===== config.mk =====
export PLATFORM = sky130hd
export DESIGN_NAME = filled_shape_span_generator
export DESIGN_NICKNAME = d
export VERILOG_FILES = /design/src/rtl/fssg_pkg.sv /design/src/rtl/fssg_ctrl.sv /design/src/rtl/fssg_dpath.sv /design/src/rtl/filled_shape_span_generator.sv
export SDC_FILE = /design/constraint.sdc
export NUM_CORES = 1
export LEC_CHECK = 0
export ABC_AREA = 1
export BUFFER_PORTS_ARGS = -buffer_cell sky130_fd_sc_hd__buf_2
export CAP_MARGIN = 20
export CORE_ASPECT_RATIO = 1.25
export CORE_MARGIN = 2
export CORE_UTILIZATION = 63
export CTS_CLUSTER_DIAMETER = 40
export CTS_CLUSTER_SIZE = 28
export DETAILED_ROUTE_END_ITERATION = 6
export PLACE_DENSITY = 0.85
export REMOVE_ABC_BUFFERS = 1
export SLEW_MARGIN = 20
export SYNTH_ARGS = -nofsm -noshare
export SYNTH_HDL_FRONTEND = slang
export SYNTH_HIERARCHICAL = 1
export SYNTH_SLANG_ARGS = --single-unit

===== constraint.sdc =====
create_clock -name clk -period 6.3 [get_ports clk]
set_input_delay 0.63 -clock clk [delete_from_list [all_inputs] [get_ports clk]]
set_output_delay 0.63 -clock clk [all_outputs]
set_load 0.005 [all_outputs]

===== src/rtl/fssg_pkg.sv =====
// ----------------------------------------------------------------------------
// fssg_pkg
// Shared widths, register indexes and controller/datapath interface types for
// the filled shape span generator.
// ----------------------------------------------------------------------------
package fssg_pkg;

  localparam int COORD_W    = 15;  // coordinate fields on the ports
  localparam int WIDE_W     = 18;  // internal coordinates, never wrap
  localparam int RAD_W      = 6;   // signed radius field
  localparam int WALK_W     = 6;   // walk counters x and y
  localparam int DEC_W      = 12;  // midpoint decision variable
  localparam int MAX_RADIUS = 31;

  localparam int CFG_ADDR_W = 2;
  localparam int S_TDATA_W  = 40;
  localparam int S_TUSER_W  = 1;
  localparam int M_TDATA_W  = 48;
  localparam int M_TUSER_W  = 2;

  localparam logic [CFG_ADDR_W-1:0] REG_CLIP_LEFT   = 2'd0;
  localparam logic [CFG_ADDR_W-1:0] REG_CLIP_TOP    = 2'd1;
  localparam logic [CFG_ADDR_W-1:0] REG_CLIP_WIDTH  = 2'd2;
  localparam logic [CFG_ADDR_W-1:0] REG_CLIP_HEIGHT = 2'd3;

  localparam logic SHAPE_DIAMOND = 1'b0;
  localparam logic SHAPE_CIRCLE  = 1'b1;

  typedef logic signed [WIDE_W-1:0] wide_t;

  // Controller to datapath.
  typedef struct packed {
    logic load;  // capture the command beat
    logic step;  // produce the current span and advance the walk
    logic done;  // load the closing done item
    logic err;   // status carried by the done item
  } ctrl_cmd_t;

  // Datapath to controller.
  typedef struct packed {
    logic out_free;   // output register can take an item this cycle
    logic empty;      // clip rectangle has zero width or height
    logic neg;        // command radius is negative
    logic miss;       // bounding box misses the clip rectangle
    logic last_cand;  // current span is the last of the shape
  } dpath_stat_t;

endpackage


===== src/rtl/fssg_ctrl.sv =====
// ----------------------------------------------------------------------------
// fssg_ctrl
// Command sequencer: accepts a command, checks the trivial cases, steps the
// span walk once per free output slot and closes with the done item.
// ----------------------------------------------------------------------------
module fssg_ctrl (
  input  logic                 clk,
  input  logic                 rst,
  input  logic                 in_valid,
  output logic                 in_ready,
  input  fssg_pkg::dpath_stat_t stat,
  output fssg_pkg::ctrl_cmd_t  cmd
);
  import fssg_pkg::*;

  typedef enum logic [1:0] {ST_IDLE, ST_TEST, ST_WALK, ST_DONE} state_t;

  state_t state;
  logic   err;

  assign in_ready = (state == ST_IDLE);

  always_comb begin
    cmd     = '0;
    cmd.err = err;
    case (state)
      ST_IDLE: cmd.load = in_valid;
      ST_WALK: cmd.step = stat.out_free;
      ST_DONE: cmd.done = stat.out_free;
      default: ;
    endcase
  end

  always_ff @(posedge clk) begin
    if (rst) begin
      state <= ST_IDLE;
      err   <= 1'b0;
    end else begin
      case (state)
        ST_IDLE: begin
          if (in_valid) state <= ST_TEST;
        end
        ST_TEST: begin
          // An empty clip rectangle wins over a bad radius.
          if (stat.empty) begin
            err   <= 1'b0;
            state <= ST_DONE;
          end else if (stat.neg) begin
            err   <= 1'b1;
            state <= ST_DONE;
          end else if (stat.miss) begin
            err   <= 1'b0;
            state <= ST_DONE;
          end else begin
            err   <= 1'b0;
            state <= ST_WALK;
          end
        end
        ST_WALK: begin
          if (stat.out_free && stat.last_cand) state <= ST_DONE;
        end
        ST_DONE: begin
          if (stat.out_free) state <= ST_IDLE;
        end
        default: state <= ST_IDLE;
      endcase
    end
  end

endmodule


===== src/rtl/fssg_dpath.sv =====
// ----------------------------------------------------------------------------
// fssg_dpath
// Clip registers, shape walk registers, span clipping and the output register.
// ----------------------------------------------------------------------------
module fssg_dpath (
  input  logic                                 clk,
  input  logic                                 rst,
  input  fssg_pkg::ctrl_cmd_t                  cmd,
  output fssg_pkg::dpath_stat_t                stat,
  input  logic                                 cfg_we,
  input  logic [fssg_pkg::CFG_ADDR_W-1:0]      cfg_addr,
  input  logic [fssg_pkg::COORD_W-1:0]         cfg_data,
  input  logic                                 in_opcode,
  input  logic signed [fssg_pkg::COORD_W-1:0]  in_center_x,
  input  logic signed [fssg_pkg::COORD_W-1:0]  in_center_y,
  input  logic signed [fssg_pkg::RAD_W-1:0]    in_radius,
  output logic                                 out_valid,
  input  logic                                 out_ready,
  output logic signed [fssg_pkg::COORD_W-1:0]  out_row,
  output logic signed [fssg_pkg::COORD_W-1:0]  out_start,
  output logic signed [fssg_pkg::COORD_W-1:0]  out_end,
  output logic                                 out_span_valid,
  output logic                                 out_status,
  output logic                                 out_last
);
  import fssg_pkg::*;

  typedef enum logic [1:0] {PH_ROW_UP, PH_ROW_DOWN, PH_CAP_UP, PH_CAP_DOWN} phase_t;

  function automatic wide_t sx(input logic [COORD_W-1:0] v);
    sx = $signed({{(WIDE_W-COORD_W){v[COORD_W-1]}}, v});
  endfunction

  function automatic wide_t zx(input logic [WALK_W-1:0] v);
    zx = $signed({{(WIDE_W-WALK_W){1'b0}}, v});
  endfunction

  function automatic logic signed [DEC_W-1:0] dx(input logic [WALK_W-1:0] v);
    dx = $signed({{(DEC_W-WALK_W){1'b0}}, v});
  endfunction

  // Clip rectangle.
  logic [COORD_W-1:0] clip_left, clip_top, clip_width, clip_height;
  wide_t              left_w, top_w, clip_right, clip_bottom;

  always_ff @(posedge clk) begin
    if (rst) begin
      clip_left   <= '0;
      clip_top    <= '0;
      clip_width  <= '0;
      clip_height <= '0;
    end else if (cfg_we) begin
      case (cfg_addr)
        REG_CLIP_LEFT:   clip_left   <= cfg_data;
        REG_CLIP_TOP:    clip_top    <= cfg_data;
        REG_CLIP_WIDTH:  clip_width  <= cfg_data;
        REG_CLIP_HEIGHT: clip_height <= cfg_data;
        default: ;
      endcase
    end
  end

  assign left_w = sx(clip_left);
  assign top_w  = sx(clip_top);

  // Inclusive far edges of the clip rectangle.
  assign clip_right  = left_w + $signed({{(WIDE_W-COORD_W){1'b0}}, clip_width}) - wide_t'(1);
  assign clip_bottom = top_w + $signed({{(WIDE_W-COORD_W){1'b0}}, clip_height}) - wide_t'(1);

  // Command and walk registers.
  logic                     shape;
  wide_t                    xc, yc;
  logic [WALK_W-2:0]        rad;
  logic                     neg;
  logic [WALK_W-1:0]        x, y;
  logic signed [DEC_W-1:0]  dec;
  phase_t                   ph, ph_next;

  logic [WALK_W-2:0] rad_in;
  always_comb begin
    if (in_radius[RAD_W-1]) begin
      rad_in = '0;
    end else if (in_radius[RAD_W-2:0] > (WALK_W-1)'(MAX_RADIUS)) begin
      rad_in = (WALK_W-1)'(MAX_RADIUS);
    end else begin
      rad_in = in_radius[RAD_W-2:0];
    end
  end

  // Span of the current phase.
  logic              use_cap, row_up;
  logic [WALK_W-1:0] hw, off;
  wide_t             row, xs, xe, cl_start, cl_end;
  logic              visible;

  always_comb begin
    use_cap = (ph == PH_CAP_UP) || (ph == PH_CAP_DOWN);
    row_up  = (ph == PH_ROW_UP) || (ph == PH_CAP_UP);
    hw      = use_cap ? x : y;
    off     = use_cap ? y : x;
    row     = row_up ? (yc - zx(off)) : (yc + zx(off));
    xs      = xc - zx(hw);
    xe      = xc + zx(hw);
    visible = !(xe < left_w || xs > clip_right || row < top_w || row > clip_bottom);
    cl_start = (xs < left_w) ? left_w : xs;
    cl_end   = (xe > clip_right) ? clip_right : xe;
  end

  // Walk sequencing.
  logic cond, cap_ok, end_iter, finish;

  always_comb begin
    cond     = !dec[DEC_W-1];
    cap_ok   = (shape == SHAPE_CIRCLE) && cond && (y != x);
    end_iter = 1'b0;
    ph_next  = PH_ROW_UP;
    case (ph)
      PH_ROW_UP: begin
        if (x != '0) begin
          ph_next = PH_ROW_DOWN;
        end else if (cap_ok) begin
          ph_next = PH_CAP_UP;
        end else begin
          end_iter = 1'b1;
        end
      end
      PH_ROW_DOWN: begin
        if (cap_ok) begin
          ph_next = PH_CAP_UP;
        end else begin
          end_iter = 1'b1;
        end
      end
      PH_CAP_UP:   ph_next = PH_CAP_DOWN;
      PH_CAP_DOWN: end_iter = 1'b1;
      default:     end_iter = 1'b1;
    endcase
    // The circle ends once the advanced x passes the (possibly lowered) y.
    if (shape == SHAPE_CIRCLE) begin
      finish = ({1'b0, x} + (WALK_W+1)'(1) + (WALK_W+1)'(cond)) > {1'b0, y};
    end else begin
      finish = (y == '0);
    end
  end

  always_ff @(posedge clk) begin
    if (cmd.load) begin
      shape <= in_opcode;
      xc    <= sx(in_center_x);
      yc    <= sx(in_center_y);
      rad   <= rad_in;
      neg   <= in_radius[RAD_W-1];
      x     <= '0;
      y     <= {1'b0, rad_in};
      dec   <= DEC_W'(1) - $signed({{(DEC_W-WALK_W+1){1'b0}}, rad_in});
      ph    <= PH_ROW_UP;
    end else if (cmd.step) begin
      if (end_iter) begin
        x  <= x + WALK_W'(1);
        ph <= PH_ROW_UP;
        if (shape == SHAPE_CIRCLE) begin
          if (cond) begin
            y   <= y - WALK_W'(1);
            dec <= dec + (dx(x) - dx(y)) + (dx(x) - dx(y)) + DEC_W'(7);
          end else begin
            dec <= dec + dx(x) + dx(x) + DEC_W'(3);
          end
        end else begin
          y <= y - WALK_W'(1);
        end
      end else begin
        ph <= ph_next;
      end
    end
  end

  // Bounding box test for the command held in the registers.
  wide_t rad_w;
  assign rad_w = $signed({{(WIDE_W-WALK_W+1){1'b0}}, rad});

  // Output register.
  logic  o_valid, o_span_valid, o_status, o_last;
  wide_t o_row, o_start, o_end;

  always_ff @(posedge clk) begin
    if (rst) begin
      o_valid <= 1'b0;
    end else if ((cmd.step && visible) || cmd.done) begin
      o_valid <= 1'b1;
    end else if (out_ready) begin
      o_valid <= 1'b0;
    end
  end

  always_ff @(posedge clk) begin
    if (cmd.done) begin
      o_row        <= '0;
      o_start      <= '0;
      o_end        <= '0;
      o_span_valid <= 1'b0;
      o_status     <= cmd.err;
      o_last       <= 1'b1;
    end else if (cmd.step && visible) begin
      o_row        <= row;
      o_start      <= cl_start;
      o_end        <= cl_end;
      o_span_valid <= 1'b1;
      o_status     <= 1'b0;
      o_last       <= 1'b0;
    end
  end

  always_comb begin
    stat.out_free  = !o_valid || out_ready;
    stat.empty     = (clip_width == '0) || (clip_height == '0);
    stat.neg       = neg;
    stat.miss      = (xc + rad_w < left_w) || (xc - rad_w > clip_right) ||
                     (yc + rad_w < top_w) || (yc - rad_w > clip_bottom);
    stat.last_cand = end_iter && finish;
  end

  assign out_valid      = o_valid;
  assign out_row        = o_row[COORD_W-1:0];
  assign out_start      = o_start[COORD_W-1:0];
  assign out_end        = o_end[COORD_W-1:0];
  assign out_span_valid = o_span_valid;
  assign out_status     = o_status;
  assign out_last       = o_last;

`ifndef SYNTHESIS
  // A delivered span always lies inside the clip rectangle and is not reversed.
  assert property (@(posedge clk) disable iff (rst)
    (o_valid && o_span_valid) |->
      (o_start >= left_w && o_end <= clip_right && o_start <= o_end &&
       o_row >= top_w && o_row <= clip_bottom))
    else $error("span outside clip rectangle");

  // The circle walk only runs while x has not passed y.
  assert property (@(posedge clk) disable iff (rst)
    (cmd.step && shape == SHAPE_CIRCLE) |-> (x <= y))
    else $error("circle walk overran");

  // Diamond rows trade half width for distance from the center.
  assert property (@(posedge clk) disable iff (rst)
    (cmd.step && shape == SHAPE_DIAMOND) |-> ((x + y) == {1'b0, rad}))
    else $error("diamond walk out of step");
`endif

endmodule


===== src/rtl/filled_shape_span_generator.sv =====
// ----------------------------------------------------------------------------
// filled_shape_span_generator
// Emits the clipped horizontal spans of a filled diamond or circle.
// ----------------------------------------------------------------------------
// Each beat on the s_ channel is one command: shape in s_tuser, center and
// radius in s_tdata. The m_ channel returns one beat per visible span, then a
// done beat with m_tlast high whose status bit flags a negative radius (an
// empty clip rectangle clears it). The clip rectangle is set through the
// cfg channel (index 0 left, 1 top, 2 width, 3 height); the user must write
// it only while no command is in flight, which the block does not enforce,
// as cfg_ready is always high. A command is taken one at a time: s_tready is
// high only between commands. After acceptance a test state checks the clip
// and radius cases, then the walk produces one candidate span per cycle
// while the output stage is free. A registered output stage holds each beat;
// when m_tready is low the walk pauses and resumes without loss. Reset clears
// the clip rectangle to zero, empties the output stage and returns the
// sequencer to waiting for a command.
// ----------------------------------------------------------------------------
module filled_shape_span_generator (
  input  logic                              clk,
  input  logic                              rst,
  input  logic                              s_tvalid,
  output logic                              s_tready,
  input  logic [fssg_pkg::S_TDATA_W-1:0]    s_tdata,   // center_x, center_y, radius
  input  logic [fssg_pkg::S_TUSER_W-1:0]    s_tuser,   // opcode
  output logic                              m_tvalid,
  input  logic                              m_tready,
  output logic [fssg_pkg::M_TDATA_W-1:0]    m_tdata,   // span_row, span_start, span_end
  output logic [fssg_pkg::M_TUSER_W-1:0]    m_tuser,   // span_valid, status
  output logic                              m_tlast,
  input  logic                              cfg_valid,
  output logic                              cfg_ready,
  input  logic [fssg_pkg::CFG_ADDR_W-1:0]   cfg_addr,
  input  logic [fssg_pkg::COORD_W-1:0]      cfg_data
);
  import fssg_pkg::*;

  ctrl_cmd_t   cmd;
  dpath_stat_t stat;

  logic signed [COORD_W-1:0] span_row, span_start, span_end;
  logic                      span_valid, status;

  assign cfg_ready = 1'b1;

  fssg_ctrl u_ctrl (
    .clk      (clk),
    .rst      (rst),
    .in_valid (s_tvalid),
    .in_ready (s_tready),
    .stat     (stat),
    .cmd      (cmd)
  );

  fssg_dpath u_dpath (
    .clk            (clk),
    .rst            (rst),
    .cmd            (cmd),
    .stat           (stat),
    .cfg_we         (cfg_valid && cfg_ready),
    .cfg_addr       (cfg_addr),
    .cfg_data       (cfg_data),
    .in_opcode      (s_tuser[0]),
    .in_center_x    (s_tdata[14:0]),
    .in_center_y    (s_tdata[29:15]),
    .in_radius      (s_tdata[35:30]),
    .out_valid      (m_tvalid),
    .out_ready      (m_tready),
    .out_row        (span_row),
    .out_start      (span_start),
    .out_end        (span_end),
    .out_span_valid (span_valid),
    .out_status     (status),
    .out_last       (m_tlast)
  );

  assign m_tdata = {{(M_TDATA_W-3*COORD_W){1'b0}}, span_end, span_start, span_row};
  assign m_tuser = {status, span_valid};

endmodule

Word level (Yosys, flattened, before mapping)
Index checks and enable logic that the tools add are counted.
Widths: inputs -> output; s select.
{"block": "word_totals", "regBits": 175, "latchBits": 0, "ramBits": 0, "romBits": 0, "input_bits": 63, "out_inout_bits": 54, "wordCells": 155, "memories": 0}
{"block": "classes", "n_addsub": 24, "mul": 0, "div": 0, "n_lt_le_gt_ge": 12, "eq_ne": 15, "shift": 0, "mux": 41, "n_bitwise": 0, "reduce_logical": 40}
{"op": "$lt 16x15->1", "count": 4}
{"op": "$mux 12", "count": 5}
{"op": "$gt 16x18->1", "count": 3}
{"op": "$gt 18x18->1", "count": 2}
{"op": "$add 15x16->17", "count": 2}
{"op": "$add 15x6->16", "count": 2}
{"op": "$add 15x7->16", "count": 2}
{"op": "$sub 15x6->16", "count": 2}
{"op": "$sub 15x7->16", "count": 2}
{"op": "$logic_not 15->1", "count": 2}
{"op": "$mux 15", "count": 2}
{"op": "$mux 5", "count": 5}
{"op": "$add 12x12->12", "count": 2}
{"op": "$add 12x7->12", "count": 2}
{"op": "$mux 6", "count": 4}
{"op": "$lt 18x15->1", "count": 1}
{"op": "$mux 18", "count": 1}
{"op": "$sub 17x2->18 const B", "count": 1}
{"op": "$sub 18x2->18 const B", "count": 1}
{"op": "$mux 2", "count": 8}
{"op": "$mux 1", "count": 13}
{"op": "$add 12x3->12 const B", "count": 1}
{"op": "$add 12x4->12 const B", "count": 1}
{"op": "$eq 2x2->1 const B", "count": 6}
{"op": "other kinds (25)", "count": 58}

Longest topological paths before layout
{"block": "logic_depth", "word_depth": 12, "ltp_mapped": 34}

Modules after synthesis
Netlist, hierarchy kept.
{"mod": "fssg_dpath", "instances": 1, "cells_per_inst": 2325, "area_per_inst_um2": 17207.8, "seq_area_each_um2": 3993.8}
{"mod": "fssg_ctrl", "instances": 1, "cells_per_inst": 40, "area_per_inst_um2": 270.3, "seq_area_each_um2": 60.1}
{"mod": "filled_shape_span_generator", "instances": 1, "cells_per_inst": 8, "area_per_inst_um2": 52.6, "seq_area_each_um2": 0.0}

Worst setup path after synthesis
Ideal clock, no wire load.
{"block": "synth_path", "kind": "reg-to-reg", "from": "register u_dpath.ph[1]", "to": "register u_dpath.o_end[8]", "setup_time_ns": 0.111, "arrival_time_ns": 4.679, "setup_slack_ns": 1.509, "stages_incl_launch_ff": 33, "path_buffers": 4, "period_less_slack_ns": 4.791, "path_cell_list": "dfxtp_1 -> clkbuf_1 -> clkbuf_1 -> clkbuf_1 -> o21ai_0 -> ha_1 -> nand3_1 -> nand2_1 -> a21oi_1 -> o21bai_1 -> nand2_1 -> a21oi_1 -> nand2_1 -> nor2_1 -> nand2_1 -> xor2_1 -> ha_1 -> nand2_1 -> inv_1 -> nand3_1 -> inv_1 -> a21oi_1 -> nand2_1 -> a21oi_1 -> xor2_1 -> nand2_1 -> inv_1 -> clkbuf_1 -> nand2_1 -> o21ai_0 -> nand3_1 -> nand2_1 -> nor2_2"}
{"block": "synth_between", "elab_chain_len": 10, "elab_cells_between_ends": 23}
{"element": "start: declaration", "line_no": "fssg_dpath.sv:77", "rtl": "phase_t ph, ph_next;"}
{"element": "start signal: assignment", "line_no": "fssg_dpath.sv:172", "rtl": "ph <= ph_next;"}
{"element": "$eq 2x2->1, on equally long branches", "line_no": "fssg_dpath.sv:97, fssg_dpath.sv:98"}
{"element": "$logic_or 1x1->1", "line_no": "fssg_dpath.sv:97", "rtl": "use_cap = (ph == PH_CAP_UP) || (ph == PH_CAP_DOWN);"}
{"element": "$mux 6, on equally long branches", "line_no": "fssg_dpath.sv:100, fssg_dpath.sv:99"}
{"element": "$add 15x7->16 (tied with other cells)", "line_no": "fssg_dpath.sv:101", "rtl": "row = row_up ? (yc - zx(off)) : (yc + zx(off));"}
{"element": "$mux 18 (tied with other cells)", "line_no": "fssg_dpath.sv:101"}
{"element": "$lt 18x15->1 or $logic_or 1x1->1 (tied branches)", "line_no": "fssg_dpath.sv:104", "rtl": "visible = !(xe < left_w || xs > clip_right || row < top_w || row > clip_bottom);"}
{"element": "$logic_or 1x1->1 (2 in a row)", "line_no": "fssg_dpath.sv:104"}
{"element": "$logic_not 1->1", "line_no": "fssg_dpath.sv:104"}
{"element": "$logic_and 1x1->1", "line_no": "fssg_dpath.sv:203", "rtl": "end else if (cmd.step && visible) begin"}
{"element": "end signal: assignment", "line_no": "fssg_dpath.sv:206", "rtl": "o_end <= cl_end;"}
{"element": "end: declaration", "line_no": "fssg_dpath.sv:183", "rtl": "wide_t o_row, o_start, o_end;"}
Several ways; a longest one is shown, not always the timed one.
A chain may end at the register's enable or synchronous reset.

Worst setup path in the final report
{"block": "layout_path", "from": "register u_dpath.ph[1]", "to": "register u_dpath.o_row[2]"}
{"block": "layout_between", "elab_chain_len": 10, "elab_cells_between_ends": 21}
{"element": "$eq 2x2->1, on equally long branches", "line_no": "fssg_dpath.sv:97, fssg_dpath.sv:98"}
{"element": "$logic_or 1x1->1", "line_no": "fssg_dpath.sv:97"}
{"element": "$mux 6", "line_no": "fssg_dpath.sv:100", "rtl": "off = use_cap ? y : x;"}
{"element": "$add 15x7->16 or $sub 15x7->16 (tied branches)", "line_no": "fssg_dpath.sv:101"}
{"element": "$mux 18 *", "line_no": "fssg_dpath.sv:101"}
{"element": "via u_dpath.row[12]", "line_no": "fssg_dpath.sv:93", "rtl": "wide_t row, xs, xe, cl_start, cl_end;"}
{"element": "$lt 18x15->1", "line_no": "fssg_dpath.sv:104"}
{"element": "$logic_or 1x1->1", "line_no": "fssg_dpath.sv:104"}
{"element": "$logic_or 1x1->1 *", "line_no": "fssg_dpath.sv:104"}
{"element": "$logic_not 1->1 *", "line_no": "fssg_dpath.sv:104"}
{"element": "$logic_and 1x1->1 *", "line_no": "fssg_dpath.sv:203"}
{"element": "end signal: assignment", "line_no": "fssg_dpath.sv:204", "rtl": "o_row <= row;"}
{"element": "end: declaration", "line_no": "fssg_dpath.sv:183"}
The timed path passes the listed nets; every way through them passes the cells marked *.

==> run_results.csv <==
group,metric,value,unit
worst_setup_path,endpoint_kind,"register",
placed_design,gp_congestion,0.9589,
worst_setup_path,crit_buf_inv,4,
worst_setup_path,start_kind,"register",
flow_run,maxCapViolations,0,
drt,drc,0,
timing,fin_crit,5.794,ns
synth,synth_adder_area_share,24.94,%
power,power.leakage,9.604,nW
synth,synth-main-ff-cell,"dfxtp_1",
synth,synth_area_leaders,"ha_1 23%, dfxtp_1 14%, edfxtp_1 9.4%",
floorplanning,fp.dieW,153.2,µm
drt,wl_met2,23310,µm
cts,cts_buffers,17,
timing,hold_viol,0,
cts,cts_tree,"built",
timing,finalClockSkew,0.01079,ns
synth,ys_warn_count,6,
cts,clkTransAtPathRegs,0.07,ns
worst_setup_path,slowest_stage,"o21ai_0",
worst_setup_path,cpMostUsedCell,"o21ai_0",
cts,clockRootBuffer,"clkbuf_16",
timing,slew_headroom,21.92,%
timing,maxSlewViolCount,0,
drt,detail_route.vias_per_cell,5.660,
synth,yosysTopAreaCellShare,23.34,%
placed_design,port_buffers,108,
timing,min_period_over_period,91.96,%
global_route,grt_pass1_wl,73340,µm
final_layout,fillCellCount,2399,
synth,ys_async_sr_fraction,0,%
cts,cts_resized,0,
worst_setup_path,critical-path-top-delay-family,"compound AO/OA/AOI/OAI gates",
synth,synthSimpleGateAreaFrac,19.94,%
drt,vias,15909,
synth,ys_ff_latch,175,
synth,syn_area,17530,µm²
global_route,grt_max_degree,61,
drt,drt-wirelength-per-cell,16.34,µm
global_route,grtUsageTotal,31.43,%
timing,setup_viol,0,
cts,cts_hold_buf,0,
cts,clock_path_buffers,2,
worst_setup_path,critPathKind,"register to register",
synth,synth-xor-area-share,6.945,%
placed_design,place_hpwl,37190,µm
synth,synth_top_family_by_area,"adder cells",
synth,synthTopCellsByCount,"397 x nand2_1, 383 x inv_1, 327 x ha_1",
global_route,antenna_found_initial,0,
floorplanning,core_area,27480,µm²
worst_setup_path,crit_fanout,43,
cts,cts-htree-levels,4,
worst_setup_path,critPathMaxStageDelay,0.51,ns
final_layout,diodes,0,
final_layout,multi_input_area,11670,µm²
synth,synth_compound_area_share,14.64,%
run_status,status,"finished clean",
final_layout,seq_area,4054,µm²
synth,ys_seq_area_share,23.12,%
power,finalPower,10.32,mW
global_route,gr-total-overflow,0,
timing,fmax,172.6,MHz
synth,syn_inst,2373,
timing,worst_slew_pin_slew,1.156,ns
floorplanning,io_pins,117,
drt,m1WireLength,17700,µm
drt,top_layer_used,"met4",
synth,ys_types,56,
cts,cts_setup_buffers,0,
synth,synth_edf_count,55,
floorplanning,dieArea,29180,µm²
drt,drt-pass1-iter-count,7,
global_route,grt_pass1_vias,15263,
worst_setup_path,required,6.65,ns
floorplanning,rows,68,
synth,muxShareOfSynthArea,0,%
final_layout,syn2layout_area_growth,7.551,%
min_path,hp-class,"input pin to register",
drt,drt_wl_total,45940,µm
power,ir_drop,0.5400,mV
cts,clock_sinks,175,
worst_setup_path,critPathArrivalTime,6.15,ns
final_layout,drive_gt1_share,10.20,%
synth,avgSynthCellArea,7.388,µm²
timing,rsz0062_at_grt,"false",
power,power_density,547.5,nW/µm²
drt,wl_met3,1921,µm
floorplanning,start_util,63.79,%
synth,yosysTopAreaCell,"ha_1",
drt,ant_nets,0,
drt,drt_iter0_markers,985,
timing,fin_setup_tns,0,ns
final_layout,nets,2852,
cts,worst_skew_pair.late_latency,0.45,ns
synth,yosysMostFrequentCell,"nand2_1",
floorplanning,dieHeight,190.5,µm
kinds of logic after synthesis:
logic type	count (synthesis)
compound gates	469
xor+xnor	139
fa+ha+maj	341
buf+inv	454
flops	175
other cells	2
simple gates	793
path summary, 6_finish.rpt:
kind,startpoint,end,slack [ns],cells after the start
setup / recovery,u_dpath/ph[1],u_dpath/o_row[2],0.51,25
hold / removal,s_tdata[15],u_dpath/yc[0],0.35,1
setup reg to reg,u_dpath/ph[1],u_dpath/o_row[2],0.51,25
hold reg to reg,u_dpath/out_last,u_dpath/out_last,0.45,2
worst register-to-register path, stage by stage (launching register included):
cell      delay [ns]
dfxtp_1         0.46
buf_4           0.25
o21ai_0         0.51
nor2_1          0.14
ha_1            0.30
o21ai_0         0.08
ha_1            0.38
inv_1           0.08
nor3_1          0.17
nand2_1         0.07
o211ai_1        0.17
a21boi_0        0.19
o21ai_0         0.29
xor2_1          0.26
inv_1           0.12
ha_1            0.31
nand2_1         0.05
o21ai_0         0.24
nor2_1          0.10
o21ai_0         0.29
nand3_1         0.18
nor2_4          0.15
buf_4           0.49
nand3_1         0.24
nand2_1         0.13
nor2_2          0.05
per-layer routing:
metal,global-route usage (%),up-vias
met3,3.591,134
met5,0,-
met2,58.50,493
met1,33.67,7299
met4,19.91,0
li1,-,7983
power breakdown:
part / switching, mW / leakage [nW] / internal (mW)
sequential: 0.244 / 1.51 / 1.48
combinational: 4.76 / 7.82 / 2.79
clock: 0.509 / 0.279 / 0.543
layout by cell type, fill, tap and decap left out, drive strengths merged, types with 3 or more instances in the layout:
cell type,count
buf,121
a31oi,8
a21oi,226
xor2,115
o21bai,19
or2,3
nand3b,4
a21o,3
nor3,25
nand4,24
fa,14
conb,4
xnor2,24
nor2,216
nand3,111
clkbuf,19
inv,393
o211ai,14
o311ai,3
a31o,3
o31ai,7
ha,327
nor4,6
o21ai,164
edfxtp,55
dfxtp,120
a211oi,8
clkinv,6
nand2,400
through the flow:
step	hold slack [ns]	cells	util (%)	setup slack, ns	area, µm²
finish	0.3510	2811	68.61	0.5064	18850
global route	0.3307	2811	68.61	0.06516	18850
CTS	0.3315	2811	68.61	0.5622	18850
detailed placement	0.4338	2779	66.54	0.5930	18290
global placement	0.4230	2779	66.54	0.7196	18290
floorplan	0.4426	2308	-	1.015	17180
sequential cells by signal, indices dropped and copies added (netlist names), 2 cells and up:
signal,cells
u_dpath/xc,15
u_dpath/o_end,15
u_dpath/dec,12
u_dpath/clip_height,15
u_dpath/y,6
u_dpath/rad,5
u_dpath/ph,2
u_dpath/x,6
u_dpath/clip_left,15
u_dpath/o_start,15
u_ctrl/state,2
u_dpath/clip_width,15
u_dpath/o_row,15
u_dpath/yc,15
u_dpath/clip_top,15
cell type report:
cell class / instances / area share, %
multi-input cells: 1746 / 61.90
flip-flops and latches: 175 / 21.50
inverters: 387 / 7.744
repair buffers: 121 / 3.517
clock buffers: 19 / 2.409
well taps: 350 / 2.323
clock inverters: 13 / 0.6039
Note: power is estimated with default switching activity, not from simulation.
